$ cat src/rtl/core/day_number_to_date_defines.svh
`ifndef DAY_NUMBER_TO_DATE_DEFINES_SVH
`define DAY_NUMBER_TO_DATE_DEFINES_SVH

// assertion macros for the day number to date block

`ifndef NO_ASSERTIONS

// consequent must hold in the same cycle as the antecedent
`define DNTD_ASSERT_NOW(label, ante, cons) \
  label: assert property (@(posedge clk) disable iff (rst) (ante) |-> (cons)) \
    else $error("day_number_to_date check failed");

// consequent must hold in the cycle after the antecedent
`define DNTD_ASSERT_NEXT(label, ante, cons) \
  label: assert property (@(posedge clk) disable iff (rst) (ante) |=> (cons)) \
    else $error("day_number_to_date check failed");

`else

`define DNTD_ASSERT_NOW(label, ante, cons)
`define DNTD_ASSERT_NEXT(label, ante, cons)

`endif

`endif

$ cat src/rtl/core/dntd_pkg.sv
`default_nettype none

package dntd_pkg;

  // widths of the working registers
  localparam int REM_W  = 17;  // day remainder, up to 73048
  localparam int YOFF_W = 8;   // years past 1900, up to 199

  localparam logic [11:0]       FIRST_YEAR = 12'd1900;
  localparam logic signed [31:0] FIRST_DAY = 32'sd1;
  localparam logic signed [31:0] LAST_DAY  = 32'sd73049;
  localparam logic [REM_W-1:0]  MAX_REM    = 17'd73048;

  localparam logic [3:0] MONTH_JAN = 4'd1;
  localparam logic [3:0] MONTH_FEB = 4'd2;
  localparam logic [3:0] MONTH_DEC = 4'd12;

  localparam logic [8:0] DAYS_LEAP_YEAR   = 9'd366;
  localparam logic [8:0] DAYS_COMMON_YEAR = 9'd365;
  localparam logic [4:0] DAYS_LEAP_FEB    = 5'd29;

  localparam logic [4:0] MONTH_LEN [12] = '{
    5'd31, 5'd28, 5'd31, 5'd30, 5'd31, 5'd30,
    5'd31, 5'd31, 5'd30, 5'd31, 5'd30, 5'd31
  };

  // datapath commands
  typedef struct packed {
    logic load;
    logic year_step;
    logic month_step;
    logic capture;
  } dntd_cmd_t;

  // datapath status
  typedef struct packed {
    logic rem_lt_year;
    logic rem_lt_month;
    logic month_last;
  } dntd_sts_t;

  // within 1900..2099 a year is leap when divisible by 4, except 1900;
  // 2000 is divisible by 400 and stays leap
  function automatic logic is_leap(input logic [YOFF_W-1:0] yoff);
    return (yoff[1:0] == 2'b00) && (yoff != '0);
  endfunction

  function automatic logic [8:0] year_len(input logic [YOFF_W-1:0] yoff);
    return is_leap(yoff) ? DAYS_LEAP_YEAR : DAYS_COMMON_YEAR;
  endfunction

  function automatic logic [4:0] month_len(input logic [3:0] month, input logic leap);
    logic [3:0] idx;
    idx = month - MONTH_JAN;
    if (month == MONTH_FEB && leap) begin
      return DAYS_LEAP_FEB;
    end
    return MONTH_LEN[idx];
  endfunction

endpackage

`default_nettype wire

$ cat src/rtl/core/dntd_dpath.sv
`default_nettype none

module dntd_dpath (
  input  wire logic                clk,
  input  wire logic signed [31:0]  day_number,
  input  wire dntd_pkg::dntd_cmd_t cmd,
  output dntd_pkg::dntd_sts_t      sts,
  output logic [11:0]              year_out,
  output logic [3:0]               month_out,
  output logic [4:0]               day_out
);
  import dntd_pkg::*;

  logic [REM_W-1:0]  rem;
  logic [YOFF_W-1:0] yoff;
  logic [3:0]        month;

  logic [REM_W-1:0]  rem_start;
  logic signed [31:0] day_m1;
  logic [8:0]        ylen;
  logic [4:0]        mlen;

  // clamp the incoming day number to the covered span, zero based
  always_comb begin
    day_m1 = day_number - FIRST_DAY;
    if (day_number < FIRST_DAY) begin
      rem_start = '0;
    end else if (day_number > LAST_DAY) begin
      rem_start = MAX_REM;
    end else begin
      rem_start = day_m1[REM_W-1:0];
    end
  end

  // lengths of the current year and month
  assign ylen = year_len(yoff);
  assign mlen = month_len(month, is_leap(yoff));

  assign sts.rem_lt_year  = rem < {{(REM_W-9){1'b0}}, ylen};
  assign sts.rem_lt_month = rem < {{(REM_W-5){1'b0}}, mlen};
  assign sts.month_last   = month == MONTH_DEC;

  // remainder, year and month registers
  always_ff @(posedge clk) begin
    if (cmd.load) begin
      rem   <= rem_start;
      yoff  <= '0;
      month <= MONTH_JAN;
    end else if (cmd.year_step) begin
      rem  <= rem - {{(REM_W-9){1'b0}}, ylen};
      yoff <= yoff + 1'b1;
    end else if (cmd.month_step) begin
      rem   <= rem - {{(REM_W-5){1'b0}}, mlen};
      month <= month + 1'b1;
    end
  end

  // output register
  always_ff @(posedge clk) begin
    if (cmd.capture) begin
      year_out  <= FIRST_YEAR + {{(12-YOFF_W){1'b0}}, yoff};
      month_out <= month;
      day_out   <= rem[4:0] + 5'd1;
    end
  end

endmodule

`default_nettype wire

$ cat src/rtl/core/dntd_ctrl.sv
`default_nettype none

module dntd_ctrl (
  input  wire logic                clk,
  input  wire logic                rst,
  input  wire logic                in_valid,
  output logic                     in_ready,
  output logic                     out_valid,
  input  wire logic                out_ready,
  input  wire dntd_pkg::dntd_sts_t sts,
  output dntd_pkg::dntd_cmd_t      cmd
);
  import dntd_pkg::*;

  typedef enum logic [1:0] {
    ST_IDLE,
    ST_YEARS,
    ST_MONTHS
  } state_t;

  state_t state;
  logic   out_free;
  logic   month_done;

  assign in_ready   = (state == ST_IDLE);
  assign out_free   = !out_valid || out_ready;
  assign month_done = sts.rem_lt_month || sts.month_last;

  // commands to the datapath
  always_comb begin
    cmd = '0;
    unique case (state)
      ST_IDLE: begin
        cmd.load = in_valid;
      end
      ST_YEARS: begin
        cmd.year_step = !sts.rem_lt_year;
      end
      ST_MONTHS: begin
        cmd.month_step = !month_done;
        cmd.capture    = month_done && out_free;
      end
      default: begin
        cmd = '0;
      end
    endcase
  end

  // state and result valid
  always_ff @(posedge clk) begin
    if (rst) begin
      state     <= ST_IDLE;
      out_valid <= 1'b0;
    end else begin
      // result valid rises on capture and falls once the item is taken
      if (cmd.capture) begin
        out_valid <= 1'b1;
      end else if (out_valid && out_ready) begin
        out_valid <= 1'b0;
      end
      unique case (state)
        ST_IDLE: begin
          if (in_valid) begin
            state <= ST_YEARS;
          end
        end
        ST_YEARS: begin
          if (sts.rem_lt_year) begin
            state <= ST_MONTHS;
          end
        end
        ST_MONTHS: begin
          // wait here while the previous item is still unread
          if (month_done && out_free) begin
            state <= ST_IDLE;
          end
        end
        default: begin
          state <= ST_IDLE;
        end
      endcase
    end
  end

endmodule

`default_nettype wire

$ cat src/rtl/core/day_number_to_date.sv
// Converts a signed day number (1 is 1900-01-01) into a Gregorian year, month
// and day. Day numbers below 1 give 1900-01-01 and those above 73049 give
// 2099-12-31. One item is worked at a time: after it is accepted the datapath
// takes away one whole year per cycle and then one whole month per cycle; there
// are 0 to 199 whole years and 0 to 11 whole months before the date. The next
// item can be taken in the same cycle that the result appears. The result sits
// in an output register, so a finished item may wait for the reader while the
// next one is already being converted.
`default_nettype none

`include "day_number_to_date_defines.svh"

module day_number_to_date (
  input  wire logic               clk,
  input  wire logic               rst,
  input  wire logic               in_valid,
  output logic                    in_ready,
  input  wire logic signed [31:0] day_number,
  output logic                    out_valid,
  input  wire logic               out_ready,
  output logic [11:0]             year_out,
  output logic [3:0]              month_out,
  output logic [4:0]              day_out
);
  import dntd_pkg::*;

  dntd_cmd_t cmd;
  dntd_sts_t sts;

  // sequencer
  dntd_ctrl u_ctrl (
    .clk       (clk),
    .rst       (rst),
    .in_valid  (in_valid),
    .in_ready  (in_ready),
    .out_valid (out_valid),
    .out_ready (out_ready),
    .sts       (sts),
    .cmd       (cmd)
  );

  // year and month subtraction datapath
  dntd_dpath u_dpath (
    .clk        (clk),
    .day_number (day_number),
    .cmd        (cmd),
    .sts        (sts),
    .year_out   (year_out),
    .month_out  (month_out),
    .day_out    (day_out)
  );

  // checks
  `DNTD_ASSERT_NOW(a_year_range, out_valid, (year_out >= FIRST_YEAR) && (year_out <= 12'd2099))
  `DNTD_ASSERT_NOW(a_month_range, out_valid, (month_out >= MONTH_JAN) && (month_out <= MONTH_DEC))
  `DNTD_ASSERT_NOW(a_day_nonzero, out_valid, day_out != '0)
  `DNTD_ASSERT_NOW(a_feb_len, out_valid && (month_out == MONTH_FEB), day_out <= DAYS_LEAP_FEB)
  `DNTD_ASSERT_NEXT(a_busy_after_accept, in_valid && in_ready, !in_ready)

endmodule

`default_nettype wire

$ cat config.mk
export PLATFORM = sky130hd
export DESIGN_NAME = day_number_to_date
export DESIGN_NICKNAME = d
export VERILOG_FILES = /design/src/rtl/core/dntd_pkg.sv /design/src/rtl/core/dntd_dpath.sv /design/src/rtl/core/dntd_ctrl.sv /design/src/rtl/core/day_number_to_date.sv
export VERILOG_INCLUDE_DIRS = /design/src /design/src/rtl/core
export SDC_FILE = /design/constraint.sdc
export NUM_CORES = 1
export LEC_CHECK = 0
export BUFFER_PORTS_ARGS = -buffer_cell sky130_fd_sc_hd__buf_4
export CORE_ASPECT_RATIO = 1.1
export CORE_MARGIN = 3
export CORE_UTILIZATION = 50
export CTS_BUF_LIST = sky130_fd_sc_hd__clkbuf_8 sky130_fd_sc_hd__clkbuf_16
export CTS_CLUSTER_SIZE = 25
export DETAILED_ROUTE_END_ITERATION = 7
export PLACE_DENSITY = 0.73
export SLEW_MARGIN = 0
export SYNTH_ARGS = -nofsm -noshare
export SYNTH_HDL_FRONTEND = slang
export SYNTH_SLANG_ARGS = --single-unit
$ cat constraint.sdc
create_clock -name clk -period 7 [get_ports clk]
set_input_delay 0.7 -clock clk [delete_from_list [all_inputs] [get_ports clk]]
set_output_delay 0.7 -clock clk [all_outputs]
set_load 0.01 [all_outputs]
==> impl_results.md <==
- Number of I/O pins: 59
- Remaining number of nets flagged by the antenna check after routing: 0
- TritonCTS Buffers: 5
- Filler instances: 611
- Hold path cells: 2
- Nets: 484
- Setup WS pre-CTS: 2.821 ns
- Count of placed standard cells including taps: 510
- Drt total wl: 8253 µm
- Number of register bits inferred by synthesis: 53
- Netlist Area Pre-Place: 3677 µm²
- Die boundary width: 87.77 µm
- Avg WL per Cell: 15.93 µm
- Max Fanout on Critical Path: 17
- Detailed placement HPWL: 6447 µm
- Critical path's slowest cell: sky130_fd_sc_hd__o41ai_1
- Final RePlAce weighted congestion: 0.9215
- Most frequent cell on the critical path: sky130_fd_sc_hd__ha_1
- Top cells by area in the synthesized netlist: sky130_fd_sc_hd__edfxtp_1 (31%), sky130_fd_sc_hd__dfxtp_1 (8.2%), sky130_fd_sc_hd__xnor2_1 (5.0%)
- Final cycle utilization of the critical path: 60.17%
- Area Overhead vs Synth: 15.11%
- Cell chosen for the clock root: sky130_fd_sc_hd__clkbuf_8
- Overall power after layout: 0.8195 mW
- Congestion Overflow GR: 0
- Number of vias in the routed layout: 3091
- Maximum number of pins on one net before global-route repair: 30
- Height of the die: 95.95 µm
- Startpoint type of the worst setup path: flip-flop
- Share of the synthesized area in the top cell type: 31.03%
- Largest stage delay on the critical path: 0.58 ns
- Combined global-route utilization of all metal layers: 20.33%
- Leading cell type by number of instances after synthesis: sky130_fd_sc_hd__nor2_1
- Headroom to the max-slew limit: 46.99%
- Maximum clock insertion buffer count: 2
- Worst-case setup margin in the final layout: 2.788 ns
- Clock H-tree levels: 2
- Syn Area/Cell: 9.601 µm²
- CTS hold repair buffers: 0
- Clock sink count: 53
- Antenna diode count: 0
- Maximum clock rate: 0.2374 GHz
- Number of placement rows: 32
- Sequential-to-total area share from yosys stat: 39.20%
- Top_reg_cell synth: sky130_fd_sc_hd__edfxtp_1
- Setup Total Neg Slack: 0 ns
- Worst Setup Path Type: reg -> reg
- Vias in the first global route: 3004
- Critical-path cell list: inv_1 -> ha_1 -> nand2b_1 -> o41ai_1 -> o21ai_0 -> mux2_2 -> o211a_1 -> ha_1 -> nor2b_1 -> o2111ai_1 -> nand4_1 -> nand3_1 -> nand2_1
- Fraction of synthesis flops using an asynchronous set or reset pin: 0%
- Tightest Pin Transition: 0.7935 ns
- Max Cap Viol: 0
- Die area: 8421 µm²
- Remaining routing DRC violations: 0
- Post-synth cell types: 71
- Number of cells on the worst reg-to-reg path: 13
- First-pass GRT wire length: 13660 µm
- Most frequent cells after synthesis: sky130_fd_sc_hd__nor2_1 (41), sky130_fd_sc_hd__edfxtp_1 (38), sky130_fd_sc_hd__xnor2_1 (21)
- Syn nets: 435
- Worst IR Drop VDD: 0.00008476 V
- Final hold violations: 0
- Final count of pins violating max slew: 0
- Number of enable-type register cells in the synthesized netlist: 38
- CP endpoint kind: flip-flop
- DR iter-0 viols: 138
- Final setup violation count: 0
- Count of buffers from port buffering: 58
- Synth Warn #: 0
- Post-CTS setup buffers: 0
- WHS: 0.5172 ns
- Req. time, crit path: 6.89 ns
- Fraction of layout cells with a size suffix above 1: 21.25%
- Library cell occupying the most area in the post-synthesis netlist: sky130_fd_sc_hd__edfxtp_1
- Initial antenna violation count: 0
- Post-cts gate resize count: 0
- Number of iterations in the first detailed-routing pass: 4
- Worst path arrival time: 4.10 ns
- TritonCTS clock tree: done
- Class of the worst hold path: reg -> reg
- Status: finished clean
- Period minus WS final: 4.212 ns
- Leak pwr: 1.566 nW
- Clock-pin slew reported for the worst setup and hold paths after clock tree synthesis: 0.10 ns
- Final non-filler cell total: 518
- Worst-skew pair later-pin latency: 0.31 ns
- PD cells: 193.6 nW/µm²
- RSZ-0062 raised after global routing: false
- Via density: 5.967
- Floorplan core area: 7087 µm²
- Worst clock skew: 0.005162 ns
- Initial core utilization: 51.89%
- Gate count of the mapped netlist: 383
==> cell type report <==
class	instances	area (µm²)	share of cell area (%)
Tap cell	85	106.4	2.513
Inverter	19	71.32	1.685
Clock inverter	3	18.77	0.4434
Timing Repair Buffer	60	450.4	10.64
Sequential cell	53	1441	34.05
Clock buffer	5	68.82	1.626
Multi-Input combinational cell	293	2076	49.04
==> kinds of logic after synthesis <==
| kind of cell | after synthesis | synth area share, % |
|---|---|---|
| compound gates | 94 | 18.68 |
| xor+xnor | 36 | 8.575 |
| mux | 6 | 1.667 |
| flops | 53 | 39.20 |
| buf+inv | 37 | 4.491 |
| fa+ha+maj | 16 | 5.852 |
| simple gates | 141 | 21.54 |
==> sequential cells by signal (all words and copies together) (netlist names) <==
signal / count
u_dpath.day_out: 5
u_dpath.year_out: 12
u_dpath.yoff: 8
u_dpath.rem: 17
u_dpath.month: 4
u_ctrl.state: 2
u_ctrl.out_valid: 1
u_dpath.month_out: 4
==> report_power, final <==
part	total [mW]	switching (mW)	internal, mW
clock network	0.171	0.102	0.0693
logic	0.222	0.120	0.102
registers	0.426	0.0514	0.375
total	0.819	0.273	0.546
==> metal layers <==
layer	global-route usage [%]	part of all wire, %	up-vias
met3	3.168	4.0	9
met5	0	0	-
met2	38.00	53	85
li1	-	-	1534
met1	23.25	42	1463
met4	7.033	1.8	0
==> layout by cell type (no fill, tap or decap), types with 3 or more instances in the layout <==
cell / n
sky130_fd_sc_hd__o21ai_0: 17
sky130_fd_sc_hd__nand2_1: 19
sky130_fd_sc_hd__o211ai_1: 5
sky130_fd_sc_hd__a22oi_1: 3
sky130_fd_sc_hd__a21o_2: 6
sky130_fd_sc_hd__nand3_1: 11
sky130_fd_sc_hd__edfxtp_1: 38
sky130_fd_sc_hd__buf_4: 60
sky130_fd_sc_hd__dfxtp_1: 15
sky130_fd_sc_hd__inv_1: 20
sky130_fd_sc_hd__clkbuf_8: 5
sky130_fd_sc_hd__nor4_1: 6
sky130_fd_sc_hd__a21oi_1: 13
sky130_fd_sc_hd__o2111ai_1: 3
sky130_fd_sc_hd__xor2_1: 15
sky130_fd_sc_hd__nand4_1: 7
sky130_fd_sc_hd__mux2i_1: 5
sky130_fd_sc_hd__xnor2_1: 21
sky130_fd_sc_hd__or3_1: 7
sky130_fd_sc_hd__ha_1: 14
sky130_fd_sc_hd__o31ai_1: 6
sky130_fd_sc_hd__nor3_1: 12
sky130_fd_sc_hd__a311o_1: 3
sky130_fd_sc_hd__nand2b_1: 5
sky130_fd_sc_hd__or4_1: 5
sky130_fd_sc_hd__nor2_1: 41
sky130_fd_sc_hd__o22ai_1: 8
sky130_fd_sc_hd__nor2b_1: 5
==> stage by stage <==
step           area [µm²]  util (%)
5_1_grt              4233     59.73
6_report             4233     59.73
2_1_floorplan        3677         -
3_5_place_dp         4145     58.49
4_1_cts              4233     59.73
3_3_place_gp         4145     58.49
==> final timing paths <==
| kind | start | endpoint | slack [ns] |
|---|---|---|---|
| setup / recovery | u_dpath.yoff[2]$_SDFFE_PP0P_ | u_dpath.rem[0]$_DFFE_PP_ | 2.79 |
| hold / removal | u_dpath.yoff[1]$_SDFFE_PP0P_ | u_dpath.yoff[1]$_SDFFE_PP0P_ | 0.52 |
| setup reg to reg | u_dpath.yoff[2]$_SDFFE_PP0P_ | u_dpath.rem[0]$_DFFE_PP_ | 2.79 |
| hold reg to reg | u_dpath.yoff[1]$_SDFFE_PP0P_ | u_dpath.yoff[1]$_SDFFE_PP0P_ | 0.52 |
==> critical path, delay by kind of cell (launching register included) <==
kind            cells  cell delay, ns
simple gates        5            1.23
mux                 1            0.32
buf+inv             1            0.12
fa+ha+maj           2            0.48
compound gates      4            1.28
flops               1            0.35
Note: power is estimated with default switching activity, not from simulation.
